<file path="src/hdl/sgr_pkg.sv">
`timescale 1ns / 1ps

package sgr_pkg;

   localparam int GROUP_MAX = 16;
   localparam int DATA_W    = 32;
   localparam int CFG_W     = 5;
   localparam int CNT_W     = $clog2(GROUP_MAX + 1);
   localparam int IDX_W     = $clog2(GROUP_MAX);

   typedef enum logic [1:0] {
      ST_IDLE,
      ST_REV,
      ST_ALIGN,
      ST_FWD
   } state_type;

   typedef struct packed {
      logic shift_up;
      logic shift_down;
   } shift_ctrl_type;

   // zero acts as one, anything above the cell count saturates
   function automatic logic [CNT_W-1:0] eff_size(input logic [CFG_W-1:0] gs);
      logic [CNT_W-1:0] k;
      if (gs == '0) begin
         k = CNT_W'(1);
      end else if (int'(gs) > GROUP_MAX) begin
         k = CNT_W'(GROUP_MAX);
      end else begin
         k = CNT_W'(gs);
      end
      return k;
   endfunction

endpackage

</file>
<file path="src/hdl/sgr_cell.sv">
`timescale 1ns / 1ps

module sgr_cell (
   input  logic                          clock,
   input  sgr_pkg::shift_ctrl_type       ctrl,
   input  logic [sgr_pkg::DATA_W-1:0]    left_in,
   input  logic [sgr_pkg::DATA_W-1:0]    right_in,
   output logic [sgr_pkg::DATA_W-1:0]    value_out
);
   import sgr_pkg::*;

   logic [DATA_W-1:0] value_ff;
   logic [DATA_W-1:0] value_in;

   always_comb begin
      priority if (ctrl.shift_up) begin
         value_in = left_in;
      end else if (ctrl.shift_down) begin
         value_in = right_in;
      end else begin
         value_in = value_ff;
      end
   end

   always_ff @(posedge clock) begin
      value_ff <= value_in;
   end

   assign value_out = value_ff;

endmodule

</file>
<file path="src/hdl/sgr_chain.sv">
`timescale 1ns / 1ps

module sgr_chain (
   input  logic                          clock,
   input  sgr_pkg::shift_ctrl_type       ctrl,
   input  logic [sgr_pkg::DATA_W-1:0]    push_value,
   output logic [sgr_pkg::DATA_W-1:0]    head_value,
   output logic [sgr_pkg::DATA_W-1:0]    tail_value
);
   import sgr_pkg::*;

   logic [DATA_W-1:0] cell_value [GROUP_MAX];

   // cell 0 holds the newest item; shift up pushes, shift down pops the head
   for (genvar i = 0; i < GROUP_MAX; i++) begin : g_cell
      logic [DATA_W-1:0] left_v;
      logic [DATA_W-1:0] right_v;

      if (i == 0) begin : g_first
         assign left_v = push_value;
      end else begin : g_mid_l
         assign left_v = cell_value[i-1];
      end

      if (i == GROUP_MAX - 1) begin : g_last
         assign right_v = '0;
      end else begin : g_mid_r
         assign right_v = cell_value[i+1];
      end

      sgr_cell u_cell (
         .clock     (clock),
         .ctrl      (ctrl),
         .left_in   (left_v),
         .right_in  (right_v),
         .value_out (cell_value[i])
      );
   end

   assign head_value = cell_value[0];
   assign tail_value = cell_value[GROUP_MAX-1];

endmodule

</file>
<file path="src/hdl/stream_group_reverser.sv">
`timescale 1ns / 1ps

// Reverses a stream of signed 32-bit items in groups of csr_wr_data items
// (1 to 16; 0 acts as 1, larger values saturate at 16). Items are held in a
// row of 16 shift cells, newest in the first cell. An item that does not
// finish a group is just taken. An item that completes a group of n is
// taken and the group then drains newest first, one item per cycle while
// the output register is free. An item carrying tlast on an incomplete
// group of n first shifts the row 16 - n times to bring the oldest item
// to the last cell, then drains n items in arrival order. The shift row
// is the only path, so no new item is taken while a group drains; the
// output register lets a new item in while the final result still waits.
// rsp_tlast marks the last result caused by one input item, rsp_tuser
// marks the final result of a list.

module stream_group_reverser (
   input  logic                          clock,
   input  logic                          reset,
   input  logic                          csr_wr_en,
   input  logic [sgr_pkg::CFG_W-1:0]     csr_wr_data,   // group_size
   input  logic                          req_tvalid,
   output logic                          req_tready,
   input  logic [sgr_pkg::DATA_W-1:0]    req_tdata,     // value
   input  logic                          req_tlast,     // list_end
   output logic                          rsp_tvalid,
   input  logic                          rsp_tready,
   output logic [sgr_pkg::DATA_W-1:0]    rsp_tdata,     // out_value
   output logic                          rsp_tlast,     // run_last
   output logic                          rsp_tuser      // stream_last
);
   import sgr_pkg::*;

   state_type         state_ff, state_in;
   logic [CFG_W-1:0]  size_ff, size_in;
   logic [CNT_W-1:0]  fill_ff, fill_in;
   logic [CNT_W-1:0]  remain_ff, remain_in;
   logic [IDX_W-1:0]  pos_ff, pos_in;
   logic              end_ff, end_in;
   logic              rsp_valid_ff, rsp_valid_in;
   logic [DATA_W-1:0] rsp_data_ff, rsp_data_in;
   logic              rsp_last_ff, rsp_last_in;
   logic              rsp_user_ff, rsp_user_in;

   shift_ctrl_type    ctrl;
   logic [DATA_W-1:0] head_value;
   logic [DATA_W-1:0] tail_value;
   logic              accept;
   logic              out_free;
   logic [CNT_W-1:0]  n_new;
   logic [CNT_W-1:0]  k_eff;

   sgr_chain u_chain (
      .clock      (clock),
      .ctrl       (ctrl),
      .push_value (req_tdata),
      .head_value (head_value),
      .tail_value (tail_value)
   );

   assign req_tready = (state_ff == ST_IDLE);
   assign accept     = req_tvalid && req_tready;
   assign out_free   = !rsp_valid_ff || rsp_tready;
   assign n_new      = fill_ff + CNT_W'(1);
   assign k_eff      = eff_size(size_ff);

   always_comb begin
      state_in        = state_ff;
      size_in         = csr_wr_en ? csr_wr_data : size_ff;
      fill_in         = fill_ff;
      remain_in       = remain_ff;
      pos_in          = pos_ff;
      end_in          = end_ff;
      rsp_valid_in    = rsp_valid_ff && !rsp_tready;
      rsp_data_in     = rsp_data_ff;
      rsp_last_in     = rsp_last_ff;
      rsp_user_in     = rsp_user_ff;
      ctrl.shift_up   = 1'b0;
      ctrl.shift_down = 1'b0;

      unique case (state_ff)
         ST_IDLE: begin
            if (accept) begin
               ctrl.shift_up = 1'b1;
               end_in        = req_tlast;
               remain_in     = n_new;
               if (n_new >= k_eff) begin
                  fill_in  = '0;
                  state_in = ST_REV;
               end else if (req_tlast) begin
                  fill_in  = '0;
                  pos_in   = IDX_W'(fill_ff);
                  state_in = (IDX_W'(fill_ff) == IDX_W'(GROUP_MAX - 1)) ? ST_FWD : ST_ALIGN;
               end else begin
                  fill_in = n_new;
               end
            end
         end
         ST_REV: begin
            if (out_free) begin
               ctrl.shift_down = 1'b1;
               rsp_valid_in    = 1'b1;
               rsp_data_in     = head_value;
               rsp_last_in     = (remain_ff == CNT_W'(1));
               rsp_user_in     = (remain_ff == CNT_W'(1)) && end_ff;
               remain_in       = remain_ff - CNT_W'(1);
               if (remain_ff == CNT_W'(1)) begin
                  state_in = ST_IDLE;
               end
            end
         end
         ST_ALIGN: begin
            // walk the oldest item out to the last cell
            ctrl.shift_up = 1'b1;
            pos_in        = pos_ff + IDX_W'(1);
            if (pos_ff == IDX_W'(GROUP_MAX - 2)) begin
               state_in = ST_FWD;
            end
         end
         ST_FWD: begin
            if (out_free) begin
               ctrl.shift_up = 1'b1;
               rsp_valid_in  = 1'b1;
               rsp_data_in   = tail_value;
               rsp_last_in   = (remain_ff == CNT_W'(1));
               rsp_user_in   = (remain_ff == CNT_W'(1));
               remain_in     = remain_ff - CNT_W'(1);
               if (remain_ff == CNT_W'(1)) begin
                  state_in = ST_IDLE;
               end
            end
         end
         default: begin
            state_in = ST_IDLE;
         end
      endcase
   end

   always_ff @(posedge clock) begin
      if (reset) begin
         state_ff     <= ST_IDLE;
         size_ff      <= CFG_W'(1);
         fill_ff      <= '0;
         remain_ff    <= '0;
         pos_ff       <= '0;
         end_ff       <= 1'b0;
         rsp_valid_ff <= 1'b0;
      end else begin
         state_ff     <= state_in;
         size_ff      <= size_in;
         fill_ff      <= fill_in;
         remain_ff    <= remain_in;
         pos_ff       <= pos_in;
         end_ff       <= end_in;
         rsp_valid_ff <= rsp_valid_in;
      end
   end

   always_ff @(posedge clock) begin
      rsp_data_ff <= rsp_data_in;
      rsp_last_ff <= rsp_last_in;
      rsp_user_ff <= rsp_user_in;
   end

   assign rsp_tvalid = rsp_valid_ff;
   assign rsp_tdata  = rsp_data_ff;
   assign rsp_tlast  = rsp_last_ff;
   assign rsp_tuser  = rsp_user_ff;

`ifndef SYNTH
   a_list_end_on_run_last: assert property (@(posedge clock) disable iff (reset)
      rsp_tvalid && rsp_tuser |-> rsp_tlast)
      else $error("list end flagged on a result that does not close its run");

   a_fill_below_max: assert property (@(posedge clock) disable iff (reset)
      int'(fill_ff) < GROUP_MAX)
      else $error("buffer fill reached the cell count without draining");

   a_drain_nonempty: assert property (@(posedge clock) disable iff (reset)
      (state_ff == ST_REV || state_ff == ST_FWD || state_ff == ST_ALIGN) |-> remain_ff != '0)
      else $error("drain running with nothing left to send");

   a_list_end_drains: assert property (@(posedge clock) disable iff (reset)
      req_tvalid && req_tready && req_tlast |=> state_ff != ST_IDLE)
      else $error("list end item did not start a drain");
`endif

endmodule

</file>
<file path="config.mk">
export PLATFORM = sky130hd
export DESIGN_NAME = stream_group_reverser
export DESIGN_NICKNAME = d
export VERILOG_FILES = /design/src/hdl/sgr_pkg.sv /design/src/hdl/sgr_cell.sv /design/src/hdl/sgr_chain.sv /design/src/hdl/stream_group_reverser.sv
export SDC_FILE = /design/constraint.sdc
export NUM_CORES = 1
export LEC_CHECK = 0
export ABC_CLOCK_PERIOD_IN_PS = 15650
export BUFFER_PORTS_ARGS = -buffer_cell sky130_fd_sc_hd__buf_2
export CORE_UTILIZATION = 35
export CTS_BUF_LIST = sky130_fd_sc_hd__clkbuf_4 sky130_fd_sc_hd__clkbuf_8
export DETAILED_ROUTE_END_ITERATION = 10
export PLACE_DENSITY = 0.54
export SLEW_MARGIN = 20
export SYNTH_ARGS = -nofsm -noshare
export SYNTH_HDL_FRONTEND = slang
export SYNTH_SLANG_ARGS = --single-unit
export TNS_END_PERCENT = 30
</file>
<file path="constraint.sdc">
create_clock -name clock -period 15.65 [get_ports clock]
set_input_delay 2.3475 -clock clock [delete_from_list [all_inputs] [get_ports clock]]
set_output_delay 2.3475 -clock clock [all_outputs]
set_load 0.02 [all_outputs]
</file>
After elaboration in Yosys (flattened, before gate mapping)
Index checks and enable logic that the tools add are counted.
{"block": "op_classes", "addsub": 3, "muxes": 63, "n_reduce_logical": 19, "eq_ne": 15, "magnitude_cmp": 2}
{"operator": "$mux W32", "n": 34}
{"operator": "$pmux W32 S2", "n": 1}
{"operator": "$mux W5", "n": 6}
{"operator": "$mux W2", "n": 6}
{"operator": "$mux W4", "n": 3}
{"operator": "$pmux W5 S2", "n": 1}
{"operator": "$eq A4 B4 Y1 const B", "n": 2}
{"operator": "$mux W1", "n": 8}
{"operator": "$ne A2 B1 Y1 const B", "n": 4}
{"operator": "$ne A2 B2 Y1 const B", "n": 4}
{"operator": "$pmux W4 S2", "n": 1}
{"operator": "$reduce_bool A2 Y1", "n": 4}
{"operator": "$pmux W2 S3", "n": 1}
{"operator": "$reduce_and A3 Y1", "n": 2}
{"operator": "$add A5 B1 Y5 const B", "n": 1}
{"operator": "$eq A5 B1 Y1 const B", "n": 1}
{"operator": "$ge A5 B5 Y1", "n": 1}
{"operator": "$gt A5 B5 Y1 const B", "n": 1}
{"operator": "$logic_not A5 Y1", "n": 1}
{"operator": "$reduce_and A5 Y1", "n": 1}
{"operator": "$sub A5 B1 Y5 const B", "n": 1}
{"operator": "$add A4 B1 Y4 const B", "n": 1}
{"operator": "$eq A2 B2 Y1 const B", "n": 2}
{"operator": "$reduce_and A2 Y1", "n": 2}
{"operator": "10 further kinds", "n": 13}
{"block": "totals", "ff_bits": 569, "out_inout_bits": 36, "in_bits": 43}

Depth between registers and ports, before layout
{"block": "depth", "depth_word": 7, "ltp_mapped": 9, "ltp_nobuf": 9}

By module
From an unflattened synthesis, not the netlist that was laid out.
{"block": "hier_totals", "cells_unflattened": 1351, "hier_area_um2": 26939.6}
{"mod": "sgr_cell", "area_each_um2": 1507.7, "instances": 16, "seq_area_each_um2": 960.9, "cells_each": 69}
{"mod": "stream_group_reverser", "area_each_um2": 2812.7, "instances": 1, "seq_area_each_um2": 1481.4, "cells_each": 246}
{"mod": "sgr_chain", "area_each_um2": 3.8, "instances": 1, "seq_area_each_um2": 0.0, "cells_each": 1}

Least setup slack after synthesis
Ideal clock, no wire load.
{"block": "synth_path", "path_kind": "input port to flip-flop", "startpoint": "input rsp_tready", "endpoint": "register u_chain.g_cell[0].u_cell.value_ff[0], enable pin", "t_required_ps": 14678, "n_path_buf": 1, "slack_ps": -1117, "t_arrival_ps": 15795, "cell_stages": 4, "path_cell_list": "nand2b_1 clkbuf_2 and2_1 nand2b_1"}
{"block": "synth_via", "elab_chain_cells": 4, "word_cells_on_any_way": 5}
{"element": "from (decl)", "line_no": "stream_group_reverser.sv:26", "source": "input logic rsp_tready,"}
{"element": "$logic_or A1 B1 Y1 *", "line_no": "stream_group_reverser.sv:62", "source": "assign out_free = !rsp_valid_ff || rsp_tready;"}
{"element": "$mux W1 *", "line_no": "stream_group_reverser.sv:99, stream_group_reverser.sv:120"}
{"element": "$pmux W1 S3 / $mux W1 (equally long branches)", "line_no": "stream_group_reverser.sv:80", "source": "unique case (state_ff)"}
{"element": "$reduce_bool A2 Y1 (no source line) *"}
{"element": "to (signal assigned)", "line_no": "sgr_cell.sv:26", "source": "value_ff <= value_in;"}
{"element": "to (decl)", "line_no": "sgr_cell.sv:12", "source": "logic [DATA_W-1:0] value_ff;"}
Every way passes the cells marked *; elsewhere a longest branch is shown, timed or not.
A chain may end at the register's enable or synchronous reset.

Worst setup path in the final report
{"block": "layout_path", "startpoint": "input rsp_tready", "endpoint": "register u_chain.g_cell[3].u_cell.value_ff[15], enable pin"}
{"block": "layout_via", "elab_chain_cells": 4, "word_cells_on_any_way": 5}
{"element": "$logic_or A1 B1 Y1 *", "line_no": "stream_group_reverser.sv:62"}
{"element": "$mux W1 *", "line_no": "stream_group_reverser.sv:99, stream_group_reverser.sv:120"}
{"element": "$pmux W1 S3 / $mux W1 (equally long branches)", "line_no": "stream_group_reverser.sv:80"}
{"element": "$reduce_bool A2 Y1 (no source line) *"}
{"element": "to (signal assigned)", "line_no": "sgr_cell.sv:26"}
{"element": "to (decl)", "line_no": "sgr_cell.sv:12"}
Marked as above.

==> summary.txt <==
Outcome
  • Status: complete, no violations

Synthesis
  • Cells after Synth: 1322
  • Mapped cell area: 24380 µm²
  • Distinct cell type count after synthesis: 50
  • Largest cells by area after synthesis: edfxtp_1, mux2_1, mux2_2
  • Commonest register cell after synthesis: edfxtp_1
  • Synth area leader: edfxtp_1
  • Avg Inst Size Synth: about 18 µm²
  • Syn_nets: 1375
  • Post-synth EDFFs: about 550
  • Area share of the largest cell type after synthesis: between 60% and 70%
  • Register area share after synthesis: roughly 69%
  • Share of flip-flops with an asynchronous set or reset: 0%
  • Ys Warns: 0
  • #FFs+latches synth: about 570

Drt
  • Drt drc: 0
  • Via count: 11.34k
  • Final wirelength: 38.73 mm
  • Routed Antenna Nets: 0
  • Via density: between 4 and 5
  • WL per Instance: between 15 and 20 µm
  • Initial DRC Count: between 600 and 700
  • Pre-Repair DR Iteration Count: 6

Floorplan
  • Die Y: about 270 µm
  • Ports: slightly below 80
  • Die width: approximately 270 µm
  • DIE AREA: 70720 µm²
  • Placeable Area: slightly below 70000 µm²
  • Row cnt: 96
  • Initial core utilization: ~35%

GRT
  • Pin count of the biggest net entering global routing: approximately 210
  • First-pass GRT wire length: between 60 and 70 mm
  • Antenna violations before repair: 4
  • GR Overflow Total: 0
  • GRT Total Usage: between 10 and 15%
  • Vias in the first global route: between 10k and 15k

Place
  • Port bufs: between 70 and 80
  • GPL Wtd Cong: a little over 0.7
  • Worst Setup Slack post-DPL: around 8.6 ns
  • Dpl cells: roughly 2.3k
  • Post-DP HPWL: 21.07 mm

Min path
  • Hold path cells: 2
  • Min-Delay Endpoint: end_ff$_SDFFE_PP0P_
  • Worst hold path type: flop to flop
  • Hold Crit Start: end_ff$_SDFFE_PP0P_

Clock tree
  • Root Buffer: clkbuf_8
  • TritonCTS Buffers: 99
  • CTS tree: yes
  • Post-cts hold buffer count: 0
  • Clock net sink count: around 570
  • CTS clock-pin slew for the worst setup and hold paths: around 0.05 ns
  • CTS Buffer Depth: 3
  • Worst skew pair latency: about 0.67 ns
  • Setup Fix Bufs, Post-CTS: 0
  • CTS-repair resized insts: 0
  • H-tree depth: 3

Final layout
  • Final net count: 1498
  • Fillers: 6296
  • Layout cells sized above 1: 21.31%
  • Synth-to-Final Area Change: 12.34%
  • Post-Layout Cell Count: 2459

Critical path
  • Reg2Reg Depth: 6
  • CP startpoint kind: primary input
  • Worst EP arrival: 6.54 ns
  • Crit. End Element: flop
  • R2R setup slack: about 11 ns
  • R2r endpoint: u_chain.g_cell[3].u_cell.value_out[15]$_DFFE_PP_
  • Critical Path RT: 15.92 ns
  • Setup Crit Path Kind: primary input to flop
  • Highest net fanout along the worst path: 85
  • R2R Path Start: state_ff[0]$_SDFFE_PP0P_

STA
  • Clock skew: ~0.015 ns
  • Setup TNS: 0 ns
  • RSZ-0062 raised after global routing: no
  • Count of pins over their slew limit: 0
  • Slew @ Worst Pin: about 1.1 ns
  • Final setup margin: ~9.4 ns
  • Tmin final: between 6 and 7 ns
  • Final setup violation count: 0
  • F_max: 159.6 MHz
  • Period Utilization, post-route: between 40% and 50%
  • Slew margin rel.: between 20% and 30%
  • Final hold violation count: 0

Flow run
  • Max-cap viol count: 0

Power
  • Peak VDD IR: around 100 µV
  • Power density over the cells: roughly 210 nW/µm²
  • Lkg Pwr: ~9.4 nW
-- layout by cell type (no fill, tap or decap), types with 2 or more instances in the layout --
cell        count
nor2b_1        37
nor3_1          3
xnor2_1         3
nand3_1        12
nand2b_1        5
a41oi_1         2
mux2_2         65
dfxtp_1        23
nor2_1         19
a31oi_1         6
clkinv_2       10
o21ai_0         3
a211o_1         2
inv_1           6
mux2_1        448
buf_4           7
nand4_1         2
buf_12          3
diode_2         3
edfxtp_1      546
bufinv_16       2
a21oi_1        14
clkbuf_8      102
clkbuf_4       41
mux2i_1         5
buf_2          78
ha_1           10
nand2_1        18
clkinvlp_4      5
clkinv_1       20
-- cell usage after synthesis (all sizes together), types with 2 or more instances --
cell,number
nand2,19
nand2b,6
mux2,513
mux2i,5
a211o,2
a41oi,2
a22oi,2
o21ai,4
nand4,2
nor2b,37
nor2,19
buf,62
nor3,3
inv,7
nand3,12
a21oi,15
ha,10
edfxtp,546
clkbuf,5
a311oi,2
a31oi,6
and2,2
xnor2,3
dfxtp,23
-- through the flow --
step / hold WS [ns] / instance area (µm²) / total power, mW / util (%)
2_1_floorplan: 0.4361 / 24380 / 4.228 / -
3_3_place_gp: 0.4474 / 25410 / 4.351 / 36.99
3_5_place_dp: 0.4498 / 25410 / 4.440 / 36.99
4_1_cts: 0.4576 / 27360 / 5.814 / 39.81
5_1_grt: 0.4942 / 27390 / 6.098 / 39.86
6_report: 0.4557 / 27390 / 5.709 / 39.87
-- worst max-delay path by stage --
stage	start	endpoint	slack [ns]	depth (start not counted)
2_1_floorplan	rsp_tready	u_chain.g_cell[0].u_cell.value_out[0]$_DFFE_PP_	4.90	4
3_5_place_dp	rsp_tready	u_chain.g_cell[4].u_cell.value_out[15]$_DFFE_PP_	8.56	7
6_report	rsp_tready	u_chain.g_cell[3].u_cell.value_out[15]$_DFFE_PP_	9.38	7
5_1_grt	rsp_tready	u_chain.g_cell[3].u_cell.value_out[15]$_DFFE_PP_	9.02	7
4_1_cts	rsp_tready	u_chain.g_cell[3].u_cell.value_out[15]$_DFFE_PP_	9.35	7
3_3_place_gp	rsp_tready	u_chain.g_cell[3].u_cell.value_out[15]$_DFFE_PP_	8.77	7
-- registers in the layout, summed over array words and instances (netlist names) --
| signal | count |
|---|---|
| fill_ff | 5 |
| state_ff | 2 |
| pos_ff | 4 |
| u_chain.g_cell.u_cell.value_out | 512 |
| rsp_tvalid | 1 |
| rsp_tlast | 1 |
| size_ff | 5 |
| rsp_tuser | 1 |
| rsp_tdata | 32 |
| end_ff | 1 |
| remain_ff | 5 |
-- metal layers --
metal  up-vias  GRT usage, %  wire length [µm]  part of all wire [%]
met5         -             0                14                 0.036
met4         2         4.629              1019                   2.6
met3        88         3.299              1740                   4.5
met2       173         16.77             17400                    45
met1      5664         15.10             18560                    48
li1       5415             -                 -                     -
-- worst max-delay path, stage by stage --
cell      delay (ns)
buf_2           0.08
nand2b_1        0.31
and2_2          0.22
nand2b_4        0.70
buf_4           0.88
buf_4           0.88
buf_4           0.95
-- power breakdown --
group / internal (mW) / switching [mW] / leakage (nW)
logic: 0.591 / 0.627 / 2.82
clock network: 0.734 / 0.590 / 1.03
registers: 2.82 / 0.351 / 5.55
-- kinds of logic after synthesis --
logic type	share of synthesized area, %
fa+ha+maj	0.5132
compound gates	1.165
xor+xnor	0.1437
flops	69.13
buf+inv	2.771
mux	23.90
simple gates	2.376
-- cell type report --
cell class / instances / area (µm²) / share of cell area (%)
timing repair buffer: 89 / 530.5 / 1.937
clock buffer: 143 / 1712 / 6.249
sequential: 569 / 16860 / 61.54
tap: 931 / 1165 / 4.253
multi-input combinational: 679 / 6862 / 25.05
antenna: 3 / 7.507 / 0.02741
inverter: 7 / 26.28 / 0.09593
clock inverter: 38 / 231.5 / 0.8451
(Power assumes the default switching activity.)
